**config.mk**
```make
export PLATFORM = sky130hd
export DESIGN_NAME = positional_array_list
export DESIGN_NICKNAME = d
export VERILOG_FILES = /design/src/hw/rtl/pal_pkg.sv /design/src/hw/rtl/positional_array_list.sv /design/src/hw/rtl/pal_ram.sv /design/src/hw/rtl/pal_ctrl.sv /design/src/hw/rtl/pal_dp.sv
export SDC_FILE = /design/constraint.sdc
export NUM_CORES = 1
export LEC_CHECK = 0
export ABC_CLOCK_PERIOD_IN_PS = 4800
export BUFFER_PORTS_ARGS = -buffer_cell sky130_fd_sc_hd__clkbuf_2
export CAP_MARGIN = 20
export CORE_MARGIN = 1
export CORE_UTILIZATION = 50
export DETAILED_ROUTE_END_ITERATION = 8
export PLACE_DENSITY = 0.69
export SYNTH_ARGS = -nofsm -noshare
export SYNTH_HDL_FRONTEND = slang
export SYNTH_SLANG_ARGS = --single-unit
```
**constraint.sdc**
```tcl
create_clock -name clk -period 4.8 [get_ports clk]
set_clock_uncertainty 0.15 [all_clocks]
set_input_delay 0.24 -clock clk [delete_from_list [all_inputs] [get_ports clk]]
set_output_delay 0.24 -clock clk [all_outputs]
set_load 0.02 [all_outputs]
```
**src/hw/rtl/pal_pkg.sv**
```systemverilog
// Shared widths, request codes and controller/datapath interface types.
package pal_pkg;

  localparam int POS_W  = 6;
  localparam int DATA_W = 32;
  localparam int REQ_W  = 2;

  localparam logic [REQ_W-1:0] REQ_READ   = 2'd0;
  localparam logic [REQ_W-1:0] REQ_INSERT = 2'd1;
  localparam logic [REQ_W-1:0] REQ_DELETE = 2'd2;

  // Commands from the controller to the datapath
  typedef struct packed {
    logic latch;   // capture the incoming request
    logic decide;  // check the request, start the first read of a read or delete
    logic grab;    // capture the read data as the result value
    logic step;    // move one entry: read next, write previous
    logic drain;   // write the last entry read
    logic put;     // write the inserted value
    logic finish;  // load the output register, update the count
  } pal_cmd_t;

  // Status from the datapath to the controller
  typedef struct packed {
    logic legal;
    logic op_read;
    logic op_ins;
    logic op_del;
    logic append;     // insert lands just past the last entry
    logic del_last;   // delete removes the last entry
    logic last_read;  // current shift read is the final one
    logic out_free;   // output register can take a result
  } pal_sts_t;

endpackage

```
**src/hw/rtl/positional_array_list.sv**
```systemverilog
// Read: decide, grab, finish; append: decide, put, finish; rejected: decide, finish.
// Insert shifts entries, drains, then puts the value; delete grabs, then shifts and
// drains unless it removes the last entry. One entry moves per cycle through the RAM.
// One request is handled at a time; the next is accepted in the cycle after the result loads.
// Synchronous active-low reset empties the list; RAM contents are not cleared.
module positional_array_list
  import pal_pkg::*;
#(
  parameter int DEPTH = 16
) (
  input  logic                         clk,
  input  logic                         rst_n,
  input  logic                         in_valid,
  output logic                         in_stall,
  input  logic [REQ_W-1:0]             in_req_type,
  input  logic [POS_W-1:0]             in_position,
  input  logic signed [DATA_W-1:0]     in_write_value,
  output logic                         out_valid,
  input  logic                         out_stall,
  output logic                         out_ok,
  output logic signed [DATA_W-1:0]     out_read_value,
  output logic [$clog2(DEPTH+1)-1:0]   out_count_after
);

  pal_cmd_t cmd;
  pal_sts_t sts;

  pal_ctrl u_ctrl (
    .clk      (clk),
    .rst_n    (rst_n),
    .in_valid (in_valid),
    .in_stall (in_stall),
    .sts      (sts),
    .cmd      (cmd)
  );

  pal_dp #(
    .DEPTH (DEPTH)
  ) u_dp (
    .clk             (clk),
    .rst_n           (rst_n),
    .cmd             (cmd),
    .sts             (sts),
    .in_req_type     (in_req_type),
    .in_position     (in_position),
    .in_write_value  (in_write_value),
    .out_valid       (out_valid),
    .out_stall       (out_stall),
    .out_ok          (out_ok),
    .out_read_value  (out_read_value),
    .out_count_after (out_count_after)
  );

endmodule

```
**src/hw/rtl/pal_ram.sv**
```systemverilog
// Generic single-write, single-read RAM with registered read data.
module pal_ram #(
  parameter int WIDTH = 32,
  parameter int DEPTH = 16
) (
  input  logic                     clk,
  input  logic                     we,
  input  logic [$clog2(DEPTH)-1:0] waddr,
  input  logic [WIDTH-1:0]         wdata,
  input  logic                     re,
  input  logic [$clog2(DEPTH)-1:0] raddr,
  output logic [WIDTH-1:0]         rdata
);

  logic [WIDTH-1:0] mem_r [DEPTH];
  logic [WIDTH-1:0] rdata_r;

  always_ff @(posedge clk) begin
    if (we) begin
      mem_r[waddr] <= wdata;
    end
    if (re) begin
      rdata_r <= mem_r[raddr];
    end
  end

  assign rdata = rdata_r;

endmodule

```
**src/hw/rtl/pal_ctrl.sv**
```systemverilog
// Controller state machine sequencing read, insert and delete requests.
module pal_ctrl
  import pal_pkg::*;
(
  input  logic     clk,
  input  logic     rst_n,
  input  logic     in_valid,
  output logic     in_stall,
  input  pal_sts_t sts,
  output pal_cmd_t cmd
);

  localparam logic [2:0] S_IDLE   = 3'd0;
  localparam logic [2:0] S_DECIDE = 3'd1;
  localparam logic [2:0] S_GRAB   = 3'd2;
  localparam logic [2:0] S_SHIFT  = 3'd3;
  localparam logic [2:0] S_DRAIN  = 3'd4;
  localparam logic [2:0] S_PUT    = 3'd5;
  localparam logic [2:0] S_FIN    = 3'd6;

  logic [2:0] state_r, state_nxt;

  always_comb begin
    state_nxt = state_r;
    cmd       = '0;
    case (state_r)
      S_IDLE: begin
        cmd.latch = in_valid;
        if (in_valid) begin
          state_nxt = S_DECIDE;
        end
      end
      S_DECIDE: begin
        cmd.decide = 1'b1;
        if (!sts.legal) begin
          state_nxt = S_FIN;
        end else if (sts.op_read || sts.op_del) begin
          state_nxt = S_GRAB;
        end else if (sts.append) begin
          state_nxt = S_PUT;
        end else begin
          state_nxt = S_SHIFT;
        end
      end
      S_GRAB: begin
        cmd.grab = 1'b1;
        if (sts.op_del && !sts.del_last) begin
          state_nxt = S_SHIFT;
        end else begin
          state_nxt = S_FIN;
        end
      end
      S_SHIFT: begin
        cmd.step = 1'b1;
        if (sts.last_read) begin
          state_nxt = S_DRAIN;
        end
      end
      S_DRAIN: begin
        cmd.drain = 1'b1;
        state_nxt = sts.op_ins ? S_PUT : S_FIN;
      end
      S_PUT: begin
        cmd.put   = 1'b1;
        state_nxt = S_FIN;
      end
      S_FIN: begin
        cmd.finish = 1'b1;
        if (sts.out_free) begin
          state_nxt = S_IDLE;
        end
      end
      default: begin
        state_nxt = S_IDLE;
      end
    endcase
  end

  always_ff @(posedge clk) begin
    if (!rst_n) begin
      state_r <= S_IDLE;
    end else begin
      state_r <= state_nxt;
    end
  end

  assign in_stall = (state_r != S_IDLE);

  a_accept_decides: assert property (@(posedge clk) disable iff (!rst_n)
    (in_valid && !in_stall) |=> (state_r == S_DECIDE))
    else $error("accepted request did not enter the decide step");

  a_fin_released: assert property (@(posedge clk) disable iff (!rst_n)
    (state_r == S_FIN && sts.out_free) |=> (state_r == S_IDLE))
    else $error("finished request did not release the controller");

  a_state_known: assert property (@(posedge clk) disable iff (!rst_n)
    state_r <= S_FIN)
    else $error("controller state out of range");

endmodule

```
**src/hw/rtl/pal_dp.sv**
```systemverilog
// Datapath: request registers, entry RAM, shift pointers, count and output register.
module pal_dp
  import pal_pkg::*;
#(
  parameter int DEPTH = 16
) (
  input  logic                             clk,
  input  logic                             rst_n,
  input  pal_cmd_t                         cmd,
  output pal_sts_t                         sts,
  input  logic [REQ_W-1:0]                 in_req_type,
  input  logic [POS_W-1:0]                 in_position,
  input  logic signed [DATA_W-1:0]         in_write_value,
  output logic                             out_valid,
  input  logic                             out_stall,
  output logic                             out_ok,
  output logic signed [DATA_W-1:0]         out_read_value,
  output logic [$clog2(DEPTH+1)-1:0]       out_count_after
);

  localparam int CNT_W = $clog2(DEPTH + 1);
  localparam int AW    = $clog2(DEPTH);
  localparam int EXT_W = POS_W + 1;

  logic [REQ_W-1:0]         req_r;
  logic [POS_W-1:0]         pos_r;
  logic signed [DATA_W-1:0] wval_r;
  logic [CNT_W-1:0]         count_r, count_nxt;
  logic                     ok_r;
  logic signed [DATA_W-1:0] result_r;
  logic [AW-1:0]            rd_ptr_r;
  logic [AW-1:0]            wr_addr_r;
  logic                     wr_pend_r;
  logic                     out_valid_r;
  logic                     out_ok_r;
  logic signed [DATA_W-1:0] out_value_r;
  logic [CNT_W-1:0]         out_count_r;

  logic [EXT_W-1:0]  pos_e, cnt_e;
  logic [POS_W-1:0]  pos_m1;
  logic [CNT_W-1:0]  cnt_m1;
  logic [AW-1:0]     p0_a, cm1_a;
  logic              out_load;
  logic              ram_we, ram_re;
  logic [AW-1:0]     ram_waddr, ram_raddr;
  logic [DATA_W-1:0] ram_wdata, ram_rdata;

  assign pos_e  = {1'b0, pos_r};
  assign cnt_e  = EXT_W'(count_r);
  assign pos_m1 = pos_r - POS_W'(1);
  assign cnt_m1 = count_r - CNT_W'(1);
  assign p0_a   = pos_m1[AW-1:0];
  assign cm1_a  = cnt_m1[AW-1:0];

  always_comb begin
    sts.op_read  = (req_r == REQ_READ);
    sts.op_ins   = (req_r == REQ_INSERT);
    sts.op_del   = (req_r == REQ_DELETE);
    sts.append   = (pos_e == cnt_e + EXT_W'(1));
    sts.del_last = (pos_e == cnt_e);
    sts.legal    = 1'b0;
    if (sts.op_read || sts.op_del) begin
      sts.legal = (pos_r != '0) && (pos_e <= cnt_e);
    end else if (sts.op_ins) begin
      sts.legal = (cnt_e < EXT_W'(DEPTH)) && (pos_r != '0) &&
                  (pos_e <= cnt_e + EXT_W'(1));
    end
    sts.last_read = sts.op_ins ? (rd_ptr_r == p0_a) : (rd_ptr_r == cm1_a);
    sts.out_free  = !out_valid_r || !out_stall;
  end

  // Entry RAM: moves read one entry ahead of the write
  assign ram_re    = (cmd.decide && sts.legal && (sts.op_read || sts.op_del)) || cmd.step;
  assign ram_raddr = cmd.decide ? p0_a : rd_ptr_r;
  assign ram_we    = cmd.put || ((cmd.step || cmd.drain) && wr_pend_r);
  assign ram_waddr = cmd.put ? p0_a : wr_addr_r;
  assign ram_wdata = cmd.put ? wval_r : ram_rdata;

  pal_ram #(
    .WIDTH (DATA_W),
    .DEPTH (DEPTH)
  ) u_ram (
    .clk   (clk),
    .we    (ram_we),
    .waddr (ram_waddr),
    .wdata (ram_wdata),
    .re    (ram_re),
    .raddr (ram_raddr),
    .rdata (ram_rdata)
  );

  always_ff @(posedge clk) begin
    if (cmd.latch) begin
      req_r  <= in_req_type;
      pos_r  <= in_position;
      wval_r <= in_write_value;
    end
    if (cmd.decide) begin
      ok_r     <= sts.legal;
      rd_ptr_r <= sts.op_ins ? cm1_a : p0_a + AW'(1);
    end
    if (cmd.grab) begin
      result_r <= ram_rdata;
    end
    if (cmd.step) begin
      rd_ptr_r  <= sts.op_ins ? rd_ptr_r - AW'(1) : rd_ptr_r + AW'(1);
      wr_addr_r <= sts.op_ins ? rd_ptr_r + AW'(1) : rd_ptr_r - AW'(1);
    end
  end

  always_ff @(posedge clk) begin
    if (!rst_n) begin
      wr_pend_r <= 1'b0;
    end else if (cmd.decide) begin
      wr_pend_r <= 1'b0;
    end else if (cmd.step) begin
      wr_pend_r <= 1'b1;
    end
  end

  always_comb begin
    count_nxt = count_r;
    if (ok_r && sts.op_ins) begin
      count_nxt = count_r + CNT_W'(1);
    end else if (ok_r && sts.op_del) begin
      count_nxt = count_r - CNT_W'(1);
    end
  end

  assign out_load = cmd.finish && sts.out_free;

  always_ff @(posedge clk) begin
    if (!rst_n) begin
      count_r     <= '0;
      out_valid_r <= 1'b0;
    end else begin
      if (out_load) begin
        count_r     <= count_nxt;
        out_valid_r <= 1'b1;
      end else if (!out_stall) begin
        out_valid_r <= 1'b0;
      end
    end
  end

  always_ff @(posedge clk) begin
    if (out_load) begin
      out_ok_r    <= ok_r;
      out_value_r <= (ok_r && !sts.op_ins) ? result_r : '0;
      out_count_r <= count_nxt;
    end
  end

  assign out_valid       = out_valid_r;
  assign out_ok          = out_ok_r;
  assign out_read_value  = out_value_r;
  assign out_count_after = out_count_r;

  a_count_bound: assert property (@(posedge clk) disable iff (!rst_n)
    count_r <= CNT_W'(DEPTH))
    else $error("entry count above list depth");

  a_move_no_overlap: assert property (@(posedge clk) disable iff (!rst_n)
    (cmd.step && wr_pend_r) |-> (wr_addr_r != rd_ptr_r))
    else $error("shift writes the entry it is reading");

  a_out_hold: assert property (@(posedge clk) disable iff (!rst_n)
    (out_valid_r && out_stall) |=> (out_valid_r && $stable(out_ok_r) &&
      $stable(out_value_r) && $stable(out_count_r)))
    else $error("stalled result changed");

endmodule

```
==> results.cfg <==
[outcome]
result_of_the_run = completed

[cts]
clockBufferDepth = 3
postCtsSetupRepairBufs = 0
cts.htree.levels = 3
worst_skew_pair.late_latency_ns = 0.60
tritoncts_clock_tree = built
numClockSinks = 673
holdBufCountCts = 42
clock-root-buffer = sky130_fd_sc_hd__clkbuf_16
number_of_cts_inserted_buffers = 69
cts_repair_resizes = 0
clkTransAtPathRegs_ns = 0.06

[worst_setup_path]
critical_path.max_fanout = 48
start_kind = flop
critPathCaptureType = flop
critPathRequiredTime_ns = 4.99
arrival_ns = 3.90
crit-reg2reg-capture = u_dp.u_ram.rdata[3]
ff_to_ff_start = u_ctrl.state_r[0]
worst_r2r_path_depth = 6
worstSetupPathType = reg2reg
r2r_slack_ns = 1.09

[die]
die_y_um = 234.3
fp.coreArea_um2 = 52970
placementRows = 84
die_wd_um = 234.3
boundaryPins = 84
floorplan.initialDensity = 0.5096
fp.dieArea_um2 = 54920

[cells_and_area]
area_growth_syn_to_layout_pct = 15.00
register_area_um2 = 20110
n_fill_cell = 3967
final_net_count = 1832
drive_gt1_frac = 0.1819
combined_area_of_the_multi_input_logic_cells_um2 = 6589
antenna_cells_inserted = 0

[global_routing]
global_route.usage.met1 = 0.3062
antenna_found_initial = 1
maximum_number_of_pins_on_one_net_before_global_route_repair = 169
gr-max-usage-layer = met2
gr-usage-met2 = 0.3542
grtUsageTotal = 0.2197
grtUsageMet3 = 0.03672
overflow = 0
grt_pass1_vias = 14547
wire_length_of_the_first_global_routing_pass_um = 88630

[placed_design]
placement.io_buffers = 83
final_wtd_congestion = 0.8317
place_hpwl_um = 31640

[route]
drt_first_iter_violations = 1198
routed_wl_um = 59600
postRouteAntennaNets = 0
detailroute.via_count = 14612
detail_route.drc_violations = 0
post_drt_wl_per_cell_um = 23.72
viasPerCell = 5.815
dr.pass1.iters = 5

[min_path]
hold-path-cell-count = 4
hp-start = in_valid
worst_case_hold_path_end_point = u_ctrl.state_r[2]
worst_hold_path_type = in2reg

[sta]
fin_setup_tns_ns = 0
layout_worst_path_cycle_share = 0.7732
timing.final.crit_period_ns = 3.712
rsz0062_at_grt = no
max_slew.worst_pin.slew_ns = 0.9297
slew_violations = 0
setup_viol = 0
hold_viol = 0
worst_slew_margin_rel = 0.3787
achievable-frequency_mhz = 269.4

[pwr]
cellLeakagePower_uw = 0.01058
pwr-share-comb = 0.256
power.density_cell_area_nw_per_um2 = 536.8
finalPower_uw = 16660
pwr-share-seq = 0.444
vdd.ir_drop.worst_mv = 0.4750
power.share.clock = 0.301
swShare = 0.3049
p_switching_uw = 5080
power.internal_uw = 11580

[logic_synthesis]
syn-instance-count = 1630
synth_edf_count = 663
yosysUniqueCellTypes = 51
syn_nets = 1691
synthesis.area_um2 = 26990
yosysWarnings = 0
ys_top_cells_by_area = sky130_fd_sc_hd__edfxtp_1 74%, sky130_fd_sc_hd__mux2i_1 4.9%, sky130_fd_sc_hd__o211ai_1 3.7%, sky130_fd_sc_hd__mux2_2 3.7%, sky130_fd_sc_hd__mux2_1 3.0%
synth_sequential_area_ratio = 0.7450
postSynthAreaPerCell_um2 = 16.56
async_flop_share = 0
yosys_most_used_dff = sky130_fd_sc_hd__edfxtp_1
synthDominantAreaCellType = sky130_fd_sc_hd__edfxtp_1
synth_largest_type_area_fraction = 0.7376
synth-seq-cells = 673

[job]
maxCapViolations = 0
[area by class of cell]
type,instances,area share
multi-input combinational,841,0.2123
sequential,673,0.6479
timing repair buffer,167,0.04245
clock inverter,36,0.007296
tap,688,0.02773
clock buffer,89,0.06010
inverter,19,0.002298
[stage by stage]
stage	hold WS (ns)	utilization	worst slack, ns	cell area [um2]	std cells
after floorplan	0.1889	-	1.373	26990	1630
after global placement	0.2680	0.5376	1.237	28480	2343
after detailed placement	0.2686	0.5376	1.095	28480	2343
after CTS	0.02238	0.5850	1.088	30990	2510
after global routing	0.09850	0.5860	0.8647	31040	2513
final	0.04812	0.5860	1.088	31040	2513
[placed cells by master (no fill, tap or decap), drive strengths merged, types with 10 or more instances in the layout]
master and n:
edfxtp 663, clkbuf 172, mux2 161, nand2 159, o211ai 133, mux2i 132
dlygate4sd3 42, buf 42, and3 36, nor2 35, nand4 33, clkinv 31
a21oi 22, inv 22, xnor2 20, o21ai 20, ha 17, dfxtp 10
nor3 10
[registers in the layout, summed over array words and instances, names as in the netlist, 4 cells and up]
register / cells
u_dp.u_ram.mem_r: 512
u_dp.out_read_value: 32
u_dp.result_r: 32
u_dp.u_ram.rdata: 32
u_dp.wval_r: 32
u_dp.pos_r: 6
u_dp.count_r: 5
u_dp.out_count_after: 5
u_dp.rd_ptr_r: 4
u_dp.wr_addr_r: 4
[power by group through the flow]
stage	Clock (uW)	Sequential (uW)	Combinational (uW)
2_1_floorplan	0	7380	3110
3_3_place_gp	0	7500	4140
3_5_place_dp	0	7510	4210
4_1_cts	5090	7390	4250
5_1_grt	5310	7420	4620
6_report	5010	7390	4260
[synth_stat cells, types with 4 or more instances]
cell type                    n
sky130_fd_sc_hd__o211ai_1  133
sky130_fd_sc_hd__a21oi_1    21
sky130_fd_sc_hd__xor2_1      4
sky130_fd_sc_hd__nor2_1     35
sky130_fd_sc_hd__nor3_1      9
sky130_fd_sc_hd__ha_1       17
sky130_fd_sc_hd__nand2_1   159
sky130_fd_sc_hd__nand3_1     8
sky130_fd_sc_hd__buf_1       5
sky130_fd_sc_hd__and3_1     36
sky130_fd_sc_hd__nor2b_1     6
sky130_fd_sc_hd__edfxtp_1  663
sky130_fd_sc_hd__mux2_2     88
sky130_fd_sc_hd__dfxtp_1    10
sky130_fd_sc_hd__buf_2      30
sky130_fd_sc_hd__inv_1      19
sky130_fd_sc_hd__nand2b_1    6
sky130_fd_sc_hd__nand4_1    33
sky130_fd_sc_hd__mux2_1     73
sky130_fd_sc_hd__a21o_1      4
sky130_fd_sc_hd__clkbuf_1   61
sky130_fd_sc_hd__o21ai_0    20
sky130_fd_sc_hd__mux2i_1   132
sky130_fd_sc_hd__xnor2_1    20
[per-layer routing]
metal,part of all wire,vias to the layer above
li1,-,6619
met1,0.44,7444
met2,0.48,472
met3,0.058,77
met4,0.017,0
met5,0,-
[critical path, stage by stage (launching register included)]
cell	delay, ns
sky130_fd_sc_hd__dfxtp_1	0.59
sky130_fd_sc_hd__nor3b_2	0.79
sky130_fd_sc_hd__mux2i_4	0.49
sky130_fd_sc_hd__buf_4	0.67
sky130_fd_sc_hd__mux2_2	0.41
sky130_fd_sc_hd__o211ai_1	0.18
sky130_fd_sc_hd__nand4_1	0.12
[cell families after synthesis]
| logic type | Yosys count | synth area share |
|---|---|---|
| xor+xnor | 24 | 0.007787 |
| fa+ha+maj | 17 | 0.007880 |
| simple gates | 307 | 0.05331 |
| flops | 673 | 0.7450 |
| compound gates | 200 | 0.05224 |
| buf+inv | 116 | 0.01766 |
| mux | 293 | 0.1161 |
[worst max-delay path by stage]
stage | from | endpoint | slack (ns)
after floorplan | u_dp.pos_r[0] | u_dp.u_ram.mem_r[10][0] | 1.37
after CTS | u_ctrl.state_r[0] | u_dp.u_ram.rdata[28] | 1.09
after global routing | u_ctrl.state_r[0] | u_dp.u_ram.rdata[28] | 0.86
after global placement | u_ctrl.state_r[2] | u_dp.u_ram.mem_r[14][3] | 1.24
after detailed placement | u_ctrl.state_r[0] | u_dp.u_ram.rdata[28] | 1.10
final | u_ctrl.state_r[0] | u_dp.u_ram.rdata[3] | 1.09
Power figures use the tool's default switching activity.
